$ cat config.mk
export PLATFORM = sky130hd
export DESIGN_NAME = circular_fifo_queue
export DESIGN_NICKNAME = d
export VERILOG_FILES = /design/src/hdl/cfq_pkg.sv /design/src/hdl/cfq_ram.sv /design/src/hdl/cfq_dp.sv /design/src/hdl/cfq_ctrl.sv /design/src/hdl/circular_fifo_queue.sv
export VERILOG_INCLUDE_DIRS = /design/src /design/src/hdl
export SDC_FILE = /design/constraint.sdc
export NUM_CORES = 1
export LEC_CHECK = 0
export BUFFER_PORTS_ARGS = -buffer_cell sky130_fd_sc_hd__buf_4
export CAP_MARGIN = 30
export CELL_PAD_IN_SITES_DETAIL_PLACEMENT = 0
export CELL_PAD_IN_SITES_GLOBAL_PLACEMENT = 1
export CORE_ASPECT_RATIO = 1.75
export CORE_MARGIN = 1.5
export CORE_UTILIZATION = 50
export CTS_CLUSTER_SIZE = 30
export DETAILED_ROUTE_END_ITERATION = 10
export PLACE_DENSITY = 0.75
export SKIP_CTS_REPAIR_TIMING = 1
export SKIP_LAST_GASP = 1
export SLEW_MARGIN = 20
export SYNTH_ARGS = -nofsm -noshare
export SYNTH_HDL_FRONTEND = slang
export SYNTH_SLANG_ARGS = --single-unit
$ cat constraint.sdc
create_clock -name aclk -period 9.2 [get_ports aclk]
set_input_delay 0 -clock aclk [delete_from_list [all_inputs] [get_ports aclk]]
set_output_delay 0 -clock aclk [all_outputs]
set_load 0.05 [all_outputs]
$ cat src/hdl/circular_fifo_queue_assert.svh
// ---------------------------------------------------------------------------
// circular fifo queue assertion macros
// shared concurrent assertion forms, clocked on aclk, off during reset
// ---------------------------------------------------------------------------
`ifndef CIRCULAR_FIFO_QUEUE_ASSERT_SVH
`define CIRCULAR_FIFO_QUEUE_ASSERT_SVH

// property that must hold at every clock edge out of reset
`define CFQ_ASSERT(label, prop, msg) \
    label: assert property (@(posedge aclk) disable iff (!aresetn) prop) \
        else $error(msg);

// condition in one cycle implies a property in the next
`define CFQ_ASSERT_NEXT(label, pre, post, msg) \
    label: assert property (@(posedge aclk) disable iff (!aresetn) pre |=> post) \
        else $error(msg);

`endif

$ cat src/hdl/cfq_pkg.sv
// ---------------------------------------------------------------------------
// cfq_pkg
// shared sizes, codes, pointer helper and controller/datapath bundles
// ---------------------------------------------------------------------------
package cfq_pkg;

    localparam int DEPTH      = 8;
    localparam int ADDR_W     = $clog2(DEPTH);
    localparam int CNT_W      = $clog2(DEPTH + 1);
    localparam int DATA_W     = 32;
    localparam int CMD_W      = 2;
    localparam int STATUS_W   = 2;
    localparam int S_TDATA_W  = ((CMD_W + DATA_W + 7) / 8) * 8;
    localparam int M_PAYLD_W  = 2 * DATA_W + 1;
    localparam int M_TDATA_W  = ((M_PAYLD_W + 7) / 8) * 8;

    typedef logic [ADDR_W-1:0]        ptr_t;
    typedef logic [CNT_W-1:0]         cnt_t;
    typedef logic signed [DATA_W-1:0] word_t;

    typedef enum logic [CMD_W-1:0] {
        CMD_ENQ  = 2'd0,
        CMD_DEQ  = 2'd1,
        CMD_SHOW = 2'd2
    } cmd_t;

    typedef enum logic [STATUS_W-1:0] {
        ST_OK    = 2'd0,
        ST_FULL  = 2'd1,
        ST_EMPTY = 2'd2
    } status_t;

    // controller -> datapath
    typedef struct packed {
        logic take;     // request accepted this cycle
        logic exec;     // apply command to pointers and count
        logic walk_rd;  // read entry at walk pointer, advance it
        logic load;     // load output register
    } dp_cmd_t;

    // datapath -> controller
    typedef struct packed {
        logic known_cmd;  // latched command is one of the three kinds
        logic out_free;   // output register can take a result this cycle
        logic more;       // display run has entries left after this one
    } dp_stat_t;

    function automatic ptr_t ptr_inc(ptr_t p);
        return (p == ptr_t'(DEPTH - 1)) ? '0 : p + 1'b1;
    endfunction

endpackage

$ cat src/hdl/cfq_ram.sv
// ---------------------------------------------------------------------------
// cfq_ram
// generic ram, one write port and two registered read ports
// ---------------------------------------------------------------------------
module cfq_ram #(
    parameter int WIDTH = 32,
    parameter int DEPTH = 8
) (
    input  logic                     aclk,
    input  logic                     wr_en,
    input  logic [$clog2(DEPTH)-1:0] wr_addr,
    input  logic [WIDTH-1:0]         wr_data,
    input  logic                     rd_a_en,
    input  logic [$clog2(DEPTH)-1:0] rd_a_addr,
    output logic [WIDTH-1:0]         rd_a_data,
    input  logic [$clog2(DEPTH)-1:0] rd_b_addr,
    output logic [WIDTH-1:0]         rd_b_data
);

    logic [WIDTH-1:0] mem [DEPTH];

    always_ff @(posedge aclk) begin
        if (wr_en) begin
            mem[wr_addr] <= wr_data;
        end
        if (rd_a_en) begin
            rd_a_data <= mem[rd_a_addr];
        end
        rd_b_data <= mem[rd_b_addr];
    end

endmodule

$ cat src/hdl/cfq_dp.sv
// ---------------------------------------------------------------------------
// cfq_dp
// queue datapath: pointers, count, storage ram and output register
// ---------------------------------------------------------------------------
module cfq_dp (
    input  logic                           aclk,
    input  logic                           aresetn,
    input  logic [cfq_pkg::S_TDATA_W-1:0]  s_tdata,
    input  cfq_pkg::dp_cmd_t               ctl,
    output cfq_pkg::dp_stat_t              stat,
    output logic                           m_tvalid,
    input  logic                           m_tready,
    output logic [cfq_pkg::M_TDATA_W-1:0]  m_tdata,
    output logic [cfq_pkg::STATUS_W-1:0]   m_tuser,
    output logic                           m_tlast
);

    import cfq_pkg::*;

    localparam int SUM_W = CNT_W + 1;

    logic [CMD_W-1:0] cmd_reg, cmd_next;
    word_t            val_reg, val_next;
    ptr_t             head_reg, head_next;
    ptr_t             tail_reg, tail_next;
    cnt_t             occ_reg, occ_next;
    ptr_t             walk_reg, walk_next;
    ptr_t             idx_reg, idx_next;
    status_t          status_reg, status_next;

    logic             out_valid_reg, out_valid_next;
    status_t          out_status_reg, out_status_next;
    word_t            out_data_reg, out_data_next;
    word_t            out_front_reg, out_front_next;
    logic             out_empty_reg, out_empty_next;
    logic             out_last_reg, out_last_next;

    logic             wr_en;
    logic [DATA_W-1:0] rd_a_data, rd_b_data;
    logic             q_full, q_empty, at_end;

    logic [SUM_W-1:0] tail_sum;
    ptr_t             tail_expect;

    assign q_full  = (occ_reg == cnt_t'(DEPTH));
    assign q_empty = (occ_reg == '0);
    assign at_end  = ((cnt_t'(idx_reg) + cnt_t'(1)) == occ_reg);
    assign wr_en   = ctl.exec && (cmd_reg == CMD_ENQ) && !q_full;

    cfq_ram #(
        .WIDTH (DATA_W),
        .DEPTH (DEPTH)
    ) u_ram (
        .aclk      (aclk),
        .wr_en     (wr_en),
        .wr_addr   (tail_reg),
        .wr_data   (val_reg),
        .rd_a_en   (ctl.walk_rd),
        .rd_a_addr (walk_reg),
        .rd_a_data (rd_a_data),
        .rd_b_addr (head_reg),
        .rd_b_data (rd_b_data)
    );

    always_comb begin
        cmd_next        = cmd_reg;
        val_next        = val_reg;
        head_next       = head_reg;
        tail_next       = tail_reg;
        occ_next        = occ_reg;
        walk_next       = walk_reg;
        idx_next        = idx_reg;
        status_next     = status_reg;
        out_valid_next  = out_valid_reg && !m_tready;
        out_status_next = out_status_reg;
        out_data_next   = out_data_reg;
        out_front_next  = out_front_reg;
        out_empty_next  = out_empty_reg;
        out_last_next   = out_last_reg;

        if (ctl.take) begin
            cmd_next = s_tdata[CMD_W-1:0];
            val_next = word_t'(s_tdata[CMD_W+DATA_W-1:CMD_W]);
        end

        if (ctl.exec) begin
            walk_next = head_reg;
            idx_next  = '0;
            case (cmd_reg)
                CMD_ENQ: begin
                    if (q_full) begin
                        status_next = ST_FULL;
                    end else begin
                        status_next = ST_OK;
                        tail_next   = ptr_inc(tail_reg);
                        occ_next    = occ_reg + 1'b1;
                    end
                end
                CMD_DEQ: begin
                    if (q_empty) begin
                        status_next = ST_EMPTY;
                    end else begin
                        status_next = ST_OK;
                        head_next   = ptr_inc(head_reg);
                        occ_next    = occ_reg - 1'b1;
                    end
                end
                CMD_SHOW: begin
                    status_next = q_empty ? ST_EMPTY : ST_OK;
                end
                default: begin
                    status_next = ST_OK;
                end
            endcase
        end

        if (ctl.walk_rd) begin
            walk_next = ptr_inc(walk_reg);
        end

        if (ctl.load) begin
            out_valid_next  = 1'b1;
            out_status_next = status_reg;
            out_data_next   = ((status_reg == ST_OK) && (cmd_reg != CMD_ENQ))
                              ? word_t'(rd_a_data) : '0;
            out_last_next   = (cmd_reg != CMD_SHOW) || (status_reg != ST_OK) || at_end;
            out_front_next  = q_empty ? '0 : word_t'(rd_b_data);
            out_empty_next  = q_empty;
            idx_next        = idx_reg + 1'b1;
        end
    end

    always_ff @(posedge aclk) begin
        if (!aresetn) begin
            head_reg      <= '0;
            tail_reg      <= '0;
            occ_reg       <= '0;
            out_valid_reg <= 1'b0;
        end else begin
            head_reg      <= head_next;
            tail_reg      <= tail_next;
            occ_reg       <= occ_next;
            out_valid_reg <= out_valid_next;
        end
        cmd_reg        <= cmd_next;
        val_reg        <= val_next;
        walk_reg       <= walk_next;
        idx_reg        <= idx_next;
        status_reg     <= status_next;
        out_status_reg <= out_status_next;
        out_data_reg   <= out_data_next;
        out_front_reg  <= out_front_next;
        out_empty_reg  <= out_empty_next;
        out_last_reg   <= out_last_next;
    end

    assign stat.known_cmd = cmd_reg inside {CMD_ENQ, CMD_DEQ, CMD_SHOW};
    assign stat.out_free  = !out_valid_reg || m_tready;
    assign stat.more      = (cmd_reg == CMD_SHOW) && (status_reg == ST_OK) && !at_end;

    assign m_tvalid = out_valid_reg;
    assign m_tuser  = out_status_reg;
    assign m_tlast  = out_last_reg;
    assign m_tdata  = {{(M_TDATA_W - M_PAYLD_W){1'b0}},
                       out_empty_reg, out_front_reg, out_data_reg};

    // tail always sits occupancy slots past head, modulo depth
    assign tail_sum    = SUM_W'(head_reg) + SUM_W'(occ_reg);
    assign tail_expect = (tail_sum >= SUM_W'(DEPTH)) ? ptr_t'(tail_sum - SUM_W'(DEPTH))
                                                     : ptr_t'(tail_sum);

    `include "circular_fifo_queue_assert.svh"

    `CFQ_ASSERT(a_occ_bound, occ_reg <= cnt_t'(DEPTH), "occupancy above depth")
    `CFQ_ASSERT(a_tail_track, tail_reg == tail_expect, "tail out of step with head and count")
    `CFQ_ASSERT_NEXT(a_wr_count, wr_en, occ_reg == cnt_t'($past(occ_reg) + 1'b1), "write without count step")
    `CFQ_ASSERT(a_empty_front, (out_valid_reg && out_empty_reg) |-> (out_front_reg == '0), "front nonzero on empty")

endmodule

$ cat src/hdl/cfq_ctrl.sv
// ---------------------------------------------------------------------------
// cfq_ctrl
// command sequencer: accept, execute, ram read, result load
// ---------------------------------------------------------------------------
module cfq_ctrl (
    input  logic               aclk,
    input  logic               aresetn,
    input  logic               s_tvalid,
    output logic               s_tready,
    input  cfq_pkg::dp_stat_t  stat,
    output cfq_pkg::dp_cmd_t   ctl
);

    import cfq_pkg::*;

    typedef enum logic [1:0] {
        S_IDLE,
        S_EXEC,
        S_FETCH,
        S_LOAD
    } state_t;

    state_t state_reg, state_next;

    always_comb begin
        state_next  = state_reg;
        s_tready    = 1'b0;
        ctl         = '0;
        case (state_reg)
            S_IDLE: begin
                s_tready = 1'b1;
                ctl.take = s_tvalid;
                if (s_tvalid) begin
                    state_next = S_EXEC;
                end
            end
            S_EXEC: begin
                ctl.exec   = 1'b1;
                state_next = stat.known_cmd ? S_FETCH : S_IDLE;
            end
            S_FETCH: begin
                ctl.walk_rd = 1'b1;
                state_next  = S_LOAD;
            end
            S_LOAD: begin
                // wait here while the output register is still occupied
                if (stat.out_free) begin
                    ctl.load   = 1'b1;
                    state_next = stat.more ? S_FETCH : S_IDLE;
                end
            end
            default: begin
                state_next = S_IDLE;
            end
        endcase
    end

    always_ff @(posedge aclk) begin
        if (!aresetn) begin
            state_reg <= S_IDLE;
        end else begin
            state_reg <= state_next;
        end
    end

endmodule

$ cat src/hdl/circular_fifo_queue.sv
// ---------------------------------------------------------------------------
// circular_fifo_queue
// circular queue of signed 32-bit words with enqueue, dequeue and display
// ---------------------------------------------------------------------------
//
//  channel  dir  ports                       contents
//  s_       in   tvalid tready tdata         request: command and value
//  m_       out  tvalid tready tdata tuser   result: data, front, empty flag,
//                tlast                       status, end of run
//
//  enqueue and dequeue: accept, execute, ram read, then load into the output register;
//  intake reopens after the load
//  display of n entries: one ram read and one load per entry
//  the ram read step comes from the registered ram read and the single walk pointer
//  a stalled result holds the output register; the sequencer waits in load
//  reset clears head, tail, count and output valid; storage is not cleared
//
module circular_fifo_queue (
    input  logic                          aclk,
    input  logic                          aresetn,
    // request channel
    input  logic                          s_tvalid,
    output logic                          s_tready,
    input  logic [cfq_pkg::S_TDATA_W-1:0] s_tdata,   // [1:0] cmd, [33:2] in_value
    // result channel
    output logic                          m_tvalid,
    input  logic                          m_tready,
    output logic [cfq_pkg::M_TDATA_W-1:0] m_tdata,   // [31:0] data, [63:32] front_value,
                                                     // [64] is_empty
    output logic [cfq_pkg::STATUS_W-1:0]  m_tuser,   // [1:0] status
    output logic                          m_tlast
);

    import cfq_pkg::*;

    // command and status bundles between sequencer and datapath
    dp_cmd_t  ctl;
    dp_stat_t stat;

    // sequencer: one request at a time, walks entries for display
    cfq_ctrl u_ctrl (
        .aclk     (aclk),
        .aresetn  (aresetn),
        .s_tvalid (s_tvalid),
        .s_tready (s_tready),
        .stat     (stat),
        .ctl      (ctl)
    );

    // datapath: pointers, count, storage ram, output register
    cfq_dp u_dp (
        .aclk     (aclk),
        .aresetn  (aresetn),
        .s_tdata  (s_tdata),
        .ctl      (ctl),
        .stat     (stat),
        .m_tvalid (m_tvalid),
        .m_tready (m_tready),
        .m_tdata  (m_tdata),
        .m_tuser  (m_tuser),
        .m_tlast  (m_tlast)
    );

endmodule

-- Word level (Yosys, flattened, before mapping)
Memories as Yosys holds them, arrays and structs flattened. A register that Yosys moved wholly into a read port is not among the register bits.
Cells that the tools add are included.
- memories: 1
- latch bits: 0
- word-level logic and storage cells: 95
- register bits after elaboration: 123
- ROM bits: 0
- bits in writable memories: 256
- memories (name ; depth ; bits a word ; read ports ; clocked after memory_dff ; write ports ; RTL line ; text):
    u_dp.u_ram.mem ; 8 ; 32 ; 2 ; 2 ; 1 ; cfq_ram.sv:20 ; logic [WIDTH-1:0] mem [DEPTH];
- muxes and demuxes: 27
- $lt $le $gt $ge: 0
- multipliers: 0
- reduce and logical (&&, ||, !) cells: 28
- add/sub/neg operators: 7
- divide/modulo/power cells: 0
- equality and inequality tests: 15
- shift-type cells: 0
- bitwise logic cells: 2
- operators with widths (operator ; count):
    3-bit two-way mux ; 7
    3-bit by 1-bit adder with 3-bit output (second input constant) ; 4
    1-bit two-way mux ; 10
    2-bit two-way mux ; 5
    2-bit inequality test (second input constant) ; 5
    2-bit nonzero test ; 5
    3-bit equality test (second input constant) ; 3
    4-bit two-way mux ; 2
    2-bit case mux with 4 select lines ; 1
    4-bit case mux with 2 select lines ; 1
    2-bit equality test (second input constant) ; 3
    1-bit logical AND ; 6
    2-bit logical NOT ; 3
    3-bit AND reduction ; 2
    3-bit by 1-bit adder with 4-bit output (second input constant) ; 1
    4-bit by 1-bit adder with 4-bit output (second input constant) ; 1
    2-bit by 1-bit equality test with 1-bit output (second input constant) ; 2
    4-bit equality test ; 1
    4-bit equality test (second input constant) ; 1
    1-bit logical NOT ; 4
    4-bit logical NOT ; 1
    2-bit case mux with 2 select lines ; 1
    4-bit AND reduction ; 1
    4-bit by 1-bit subtractor with 4-bit output (second input constant) ; 1
    other kinds (5) ; 8

-- Depth between registers and ports, before layout
Gate-level depths: netlist (run 1).
- depth after elaboration: 7
- mapped depth: 8
- gate-level depth less buffers: 8

-- By module
A second synthesis (run 1) with hierarchy kept.
- cell total of the unflattened synthesis: 872
- area total of the unflattened synthesis: 18341.3 sq um
- modules (own cells, without submodules) (module ; area an instance (sq um) ; cells an instance ; seq. area each (sq um) ; times used):
    cfq_ram ; 13500.4 ; 561 ; 9288.9 ; 1
    cfq_dp ; 4720.8 ; 298 ; 3523.4 ; 1
    cfq_ctrl ; 120.1 ; 13 ; 40.0 ; 1

-- Worst setup path after synthesis (run 1)
Ideal clock, no wire load.
- kind: register -> register
- start: reg u_dp.cmd_reg[0]
- end: mem u_dp.u_ram.mem[2][0], enable pin
- slack: 5.087 ns
- buffers on the path: 0
- data arrival time: 3.645 ns
- stages on the path, launching flop included: 7
- path through: edfxtp_1 > inv_1 > ha_1 > nand2_1 > a31oi_2 > nand2b_1 > nor3b_1
- longest elaborated chain between the ends: 5
- ends and longest elaborated chain (item ; RTL line ; text):
    from (decl) ; cfq_dp.sv:22 ; logic [CMD_W-1:0] cmd_reg, cmd_next;
    from (signal assigned) ; cfq_dp.sv:145 ; cmd_reg <= cmd_next;
    2-bit logical NOT ; cfq_dp.sv:48 ; assign wr_en = ctl.exec && (cmd_reg == CMD_ENQ) && !q_full;
    1-bit logical AND (2 in a row) ; cfq_dp.sv:48 ;
    1-bit two-way mux ; cfq_ram.sv:23 ; if (wr_en) begin
    1-bit two-way mux (implied by the code) ; cfq_ram.sv:24 ; mem[wr_addr] <= wr_data;
    to (decl) ; cfq_ram.sv:20 ;
Every way passes these cells.

-- Final worst setup path (run 1)
- start: reg u_dp.cmd_reg[0]
- end: mem u_dp.u_ram.mem[4][31], enable pin
Same word-level chain as after synthesis.

==> metrics.txt, run 1 <==
status finished with violations; violated checks negative hold slack; Crit path required time between 9 and 10 ns; CTS Buf Count 41; height of the die about 260 um; I/O Buffers 107; crit path max fanout 26; FF+latch count, synth between 400 and 500; Metal-1 WL 14.11 mm; final worst-path cycle share 35.33%; Yosys top cell area share 65.50%; worst vdd ir between 0.15 and 0.2 mV; Die W 147.4 um; async set or reset register ratio after synthesis 0%; CTS tree done; Top reg by flops u_dp.u_ram.mem; Post-route DRC 0; Worst setup SP type flip-flop; total congestion overflow 0; Die ar. 0.03769 mm^2; Mapped Cells 870; post-layout min period roughly 3.2 ns; Critical Path AT 3.43 ns; starting density of the core between 50% and 60%; drt total wl 36.98 mm; Worst-Margin Slew 0.8490 ns; layout cells sized above 1 a little under two fifths; routed vias/inst roughly 5.7; Synth Warn # 0; first-pass GRT wire length between 50 and 60 mm; Inst Count DP 1423; Seq/Total Area, Yosys 70.44%; Post-synth EDFFs 398; Final TNS setup 0 ns; # clock sinks 443; clock latency on the worst-skew pair around 0.54 ns; Worst Skew 0.01546 ns; Tot GR Track Use about a fifth; Synth top cells by count 398 x edfxtp_1, 110 x mux4_2, 45 x dfxtp_1; drt wl/cell around 24 um; Synth area leaders edfxtp_1 66%, mux4_2 14%, dfxtp_1 4.9%; final non-filler cell total 1536; top-count cell post-synth edfxtp_1; Synth Area per Inst 20.97 um^2; Cell Area, Synth between 0.015 and 0.02 mm^2; n_diodes 0; first drt pass iteration count 5; most used flip-flop cell after synthesis edfxtp_1; pin count of the biggest net entering global routing 47; RSZ-0062 raised after global routing no; Routed met3 length 1.518 mm; WHS -0.01241 ns; pre-CTS setup slack 5.780 ns; max-slew violation count 0; initial DRC count 603; synthesis-to-layout area growth 16.83%; final worst slack 5.950 ns; Root Buffer clkbuf_16; post-route ant nets 0; setup violators final 0; Relative slew margins 43.40%; Fmax achieved 307.7 MHz; Clock transition at path regs 0.06 ns; filler instances 2619; Hold WC Path Type in -> reg; CTS Buffer Depth 3; Largest register FFs 256; initial antenna violation count 0; maxcap violations 0; WL met2 20.51 mm; Core Box Area ~0.036 mm^2; Synth area leader edfxtp_1; uppermost layer routed met4; Unique masters post-synth 43; Vias 8800; Final Hold Viols 1; gp weighted congestion roughly 0.76; critical path capture point type flip-flop; H-tree Lvls 2; fin nets 1096; number of global-route vias before repair 9293; Power Density 207.8 mW/mm^2; IO Pins 121; dpl hpwl 20.56 mm; Rows between 90 and 100; Crit Path Class reg -> reg; Leakage Power 7.135 nW
[logic make-up (layout without fill, tap and decap cells)]
| family | after synthesis | after routing | share of synthesized area [%] |
|---|---|---|---|
| adders and majority gates | 19 | 19 | 1.344 |
| and+or+nand+nor | 117 | 117 | 3.806 |
| other | 1 | 7 | 0.02055 |
| xor gates and xnor gates | 6 | 6 | 0.2880 |
| buffers and inverters | 63 | 253 | 2.181 |
| DFF | 443 | 443 | 70.44 |
| AOI/OAI and AO/OA | 21 | 21 | 0.7954 |
| muxes | 200 | 200 | 21.13 |
[routing by layer]
metal / track usage, % / vias up
li1: - / 3856
met1: 23.78 / 4643
met4: 6.472 / 0
met2: 37.30 / 251
met3: 2.567 / 50
met5: 0 / -
[final cells by class]
class / count / area, um^2 / area share, %
inverters: 11 / 42.54 / 0.1996
flip-flops and latches: 443 / 12860 / 60.32
clock inverters: 20 / 202.7 / 0.9508
multi-input cells: 370 / 5079 / 23.82
clock buffers: 56 / 1175 / 5.511
well taps: 470 / 588.1 / 2.759
repair buffers: 166 / 1373 / 6.439
[worst max-delay path, cell delays in order (launching register included)]
cell	delay [ns]
edfxtp_1	0.45
inv_1	0.12
ha_1	0.29
nand2_1	0.10
a31oi_2	0.37
nand2b_1	0.28
nor3b_2	0.67
buf_4	0.57
[path summary, 6_finish.rpt]
kind | start | endpoint | slack [ns] | cells past startpoint
max reg2reg | u_dp.cmd_reg[0] | u_dp.u_ram.mem[4][31] | 5.95 | 7
min reg2reg | u_dp.u_ram.rd_b_data[15] | u_dp.out_front_reg[15] | 0.52 | 1
max | u_dp.cmd_reg[0] | u_dp.u_ram.mem[4][31] | 5.95 | 7
min | s_tvalid | u_ctrl.state_reg[0] | -0.01 | 4
[cell usage in the layout (no fill, tap or decap), types with 2 or more instances in the layout]
cell / count
buf_4: 127
clkinv_2: 3
clkinv_4: 6
clkbuf_16: 43
nand3_1: 4
mux2_4: 27
a21o_1: 2
inv_6: 4
o21a_1: 4
inv_1: 9
xnor2_1: 5
clkbuf_8: 5
nor2_1: 7
nand2_1: 10
clkinvlp_4: 6
and2_1: 35
mux2i_1: 6
mux4_2: 110
nor3_1: 2
clkbuf_1: 8
ha_1: 17
nand2b_1: 3
nor3b_2: 4
nor2b_1: 43
conb_1: 7
edfxtp_1: 398
a21oi_1: 6
dlygate4sd3_1: 36
mux4_1: 18
nor2_4: 2
mux2_2: 39
dfxtp_1: 42
o22ai_1: 3
nor3_2: 2
dfxtp_2: 2
bufinv_16: 2
[where the power goes]
part	switching [mW]	total (mW)	internal [mW]
clock	0.736	1.70	0.968
sequential	0.0423	2.32	2.28
combinational	0.213	0.407	0.194
[stage by stage]
| stage | total power [mW] | hold WS, ns | cell area (um^2) | utilization (%) |
|---|---|---|---|---|
| 5_1_grt | 4.572 | 0.009019 | 21320 | 59.17 |
| 2_1_floorplan | 2.645 | 0.09887 | 18270 | - |
| 6_report | 4.429 | -0.01241 | 21320 | 59.17 |
| 3_3_place_gp | 2.752 | 0.1784 | 19520 | 54.18 |
| 3_5_place_dp | 2.764 | 0.1793 | 19570 | 54.31 |
| 4_1_cts | 4.464 | -0.3933 | 20950 | 58.14 |
(Power assumes the default switching activity.)
==> run 2, diff against run 1 <==
- CORE_UTILIZATION: 50 -> 48
- PLACE_DENSITY: 0.75 -> 0.76
- clock period: 9.2 -> 2.7 ns (I/O delays scaled with it)
==> run 2 against run 1 <==
Compared with the run above: the run now ends clean; worst hold slack better by 0.048 ns; clock power grew to 3.4 times the previous value; register-to-register slack worse by 5.7 ns; sequential share of layout area is 0.71 points lower; utilization is 1.7 points lower; sequential power grew to 3.4 times the previous value; maximum frequency is 32% higher; non-clock buffer count is 11 higher; first-iteration DRC count is 8.8% lower; design area is 1.2% higher; largest cell class unchanged; largest power group unchanged.
==> metrics.txt, run 2 (synthesis gave the netlist of run 1 again) <==
status complete, no violations; final worst slack 0.2422 ns (-5.708 ns); n_diodes 0 (unchanged); filler instances 2734 (+4.4%); number of global-route vias before repair 9133 (-1.7%); starting density of the core 48.63% (-2.0 points); post-route ant nets 0 (unchanged); Die ar. 0.03924 mm^2 (+4.1%); Clock transition at path regs 0.07 ns (about the same); CP peak stage delay 0.45 ns (-0.22 ns); first drt pass iteration count 5 (unchanged); CP delay by family, top simple AND/OR/NAND/NOR gates; most frequent cells in the layout 398 x edfxtp_1, 125 x buf_4, 110 x mux4_2; Root Buffer clkbuf_16; multi-input logic area 0.005119 mm^2 (+0.79%); gp weighted congestion 0.7662 (+0.63%); first-pass GRT wire length 54.19 mm (-2.1%); Final Cell Area 0.02158 mm^2 (+1.2%); leading cell type in the layout, fill and taps excluded edfxtp_1; Rows 94 (+2.2%); Crit Path Class reg -> reg; DP Area 0.01985 mm^2 (+1.5%); Tot GR Track Use 19.01% (-1.0 points); drt wl/cell 23.05 um (-4.3%); pre-CTS setup slack 0.09989 ns (-5.680 ns); CTS Buffer Depth 3 (unchanged); CTS tree done; pin count of the biggest net entering global routing 66 (+40%); height of the die 260.9 um (+2.0%); crit path max fanout 32 (+23%); Post-route DRC 0 (unchanged); critical path capture point type flip-flop; CTS Buf Count 39 (-4.9%); Critical Path AT 2.67 ns (-0.76 ns); Top reg by flops u_dp.u_ram.mem; Worst setup SP type flip-flop; RSZ-0062 raised after global routing no; Worst Skew 0.01737 ns (+0.001914 ns); Leakage Power 7.220 nW (+1.2%); Die W 150.4 um (+2.0%); I/O Buffers 107 (unchanged); Final Hold Viols 0 (-1); Largest register FFs 256 (unchanged); Crit path required time 2.92 ns (-6.46 ns); WP buf/inv 2 (unchanged); Vias 8709 (-1.0%); Fmax achieved 406.9 MHz (+32%); max-slew violation count 0 (unchanged); layout cells sized above 1 37.07% (+0.20 points); post-layout min period 2.458 ns (-0.7922 ns); dpl hpwl 21.06 mm (+2.4%); # clock sinks 443 (unchanged); total design power 15.13 mW (+240%); Critical-path top delay cell edfxtp_1; Worst-Margin Slew 0.6235 ns (-0.2255 ns); critical path, cell by cell inv_1, ha_1, nand2_1, a31oi_4, nand2_1, nor3b_4, buf_12; H-tree Lvls 2 (unchanged); Core Box Area 0.03752 mm^2 (+4.1%); worst vdd ir 0.4921 mV (+200%); routed vias/inst 5.615 (-2.0%); final worst-path cycle share 91.03% (+56 points); initial DRC count 550 (-8.8%); total congestion overflow 0 (unchanged); sequential cell area 0.01286 mm^2 (about the same); IO Pins 121 (unchanged); maxcap violations 0 (unchanged); synthesis-to-layout area growth 18.25%; initial antenna violation count 1 (+1); Hold WC Path Type in -> reg; fin nets 1105 (+0.82%); clock latency on the worst-skew pair 0.54 ns (about the same); Power Density 701.2 mW/mm^2 (+240%); setup violators final 0 (unchanged); cell mode on critical path nand2_1; drt total wl 35.74 mm (-3.3%); Relative slew margins 58.44% (+15 points)
-- run 2: cell types whose count changed in the layout (fill, tap and decap cells not counted), moves of 5 or more --
cell	before	now
clkinv_2	3	10
clkbuf_1	8	3
buf_12	1	15
clkinv_1	0	5
clkinv_4	6	0
-- run 2: metal layers --
| layer | vias to the layer above | part of all wire (%) | routed length, um | track usage [%] |
|---|---|---|---|---|
| li1 | 3865 | - | - | - |
| met1 | 4567 | 39 | 13800 | 22.87 |
| met2 | 215 | 55 | 19570 | 34.91 |
| met3 | 62 | 3.7 | 1336 | 2.290 |
| met4 | 0 | 2.9 | 1039 | 6.645 |
| met5 | - | 0 | 0 | 0 |
-- run 2: area by class of cell --
class                   instances  share of cell area [%]
inverters                      11                  0.1972
clock inverters                23                   1.235
clock buffers                  47                   4.999
multi-input cells             370                   23.72
well taps                     480                   2.783
flip-flops and latches        443                   59.61
repair buffers                177                   7.457
-- run 2: power breakdown --
part / leakage [nW] / internal, mW / switching (mW)
registers: 4.00 / 7.75 / 0.165
logic: 2.56 / 0.691 / 0.707
clock network: 0.659 / 3.42 / 2.39
-- run 2: final timing paths --
path         cells after the start                      from  slack [ns]                      to
max                              7           u_dp.cmd_reg[0]        0.24   u_dp.u_ram.mem[3][15]
min                              4                  m_tready        0.04         u_dp.idx_reg[0]
max reg2reg                      7           u_dp.cmd_reg[0]        0.24   u_dp.u_ram.mem[3][15]
min reg2reg                      1  u_dp.u_ram.rd_b_data[23]        0.52  u_dp.out_front_reg[23]
-- run 2: worst register-to-register path: stages, from the launching register on --
cell,delay [ns]
edfxtp_1,0.45
inv_1,0.11
ha_1,0.26
nand2_1,0.12
a31oi_4,0.28
nand2_1,0.32
nor3b_4,0.31
buf_12,0.28
-- run 2: through the flow --
| stage | util (%) | setup TNS (ns) | hold slack (ns) | std cells |
|---|---|---|---|---|
| after floorplan | - | -58.13 | 0.09887 | 876 |
| after global placement | 52.91 | 0 | 0.1780 | 1444 |
| after detailed placement | 52.91 | 0 | 0.1795 | 1444 |
| after CTS | 56.50 | 0 | -0.3901 | 1514 |
| after global routing | 57.51 | 0 | 0.03920 | 1551 |
| final | 57.51 | 0 | 0.03552 | 1551 |
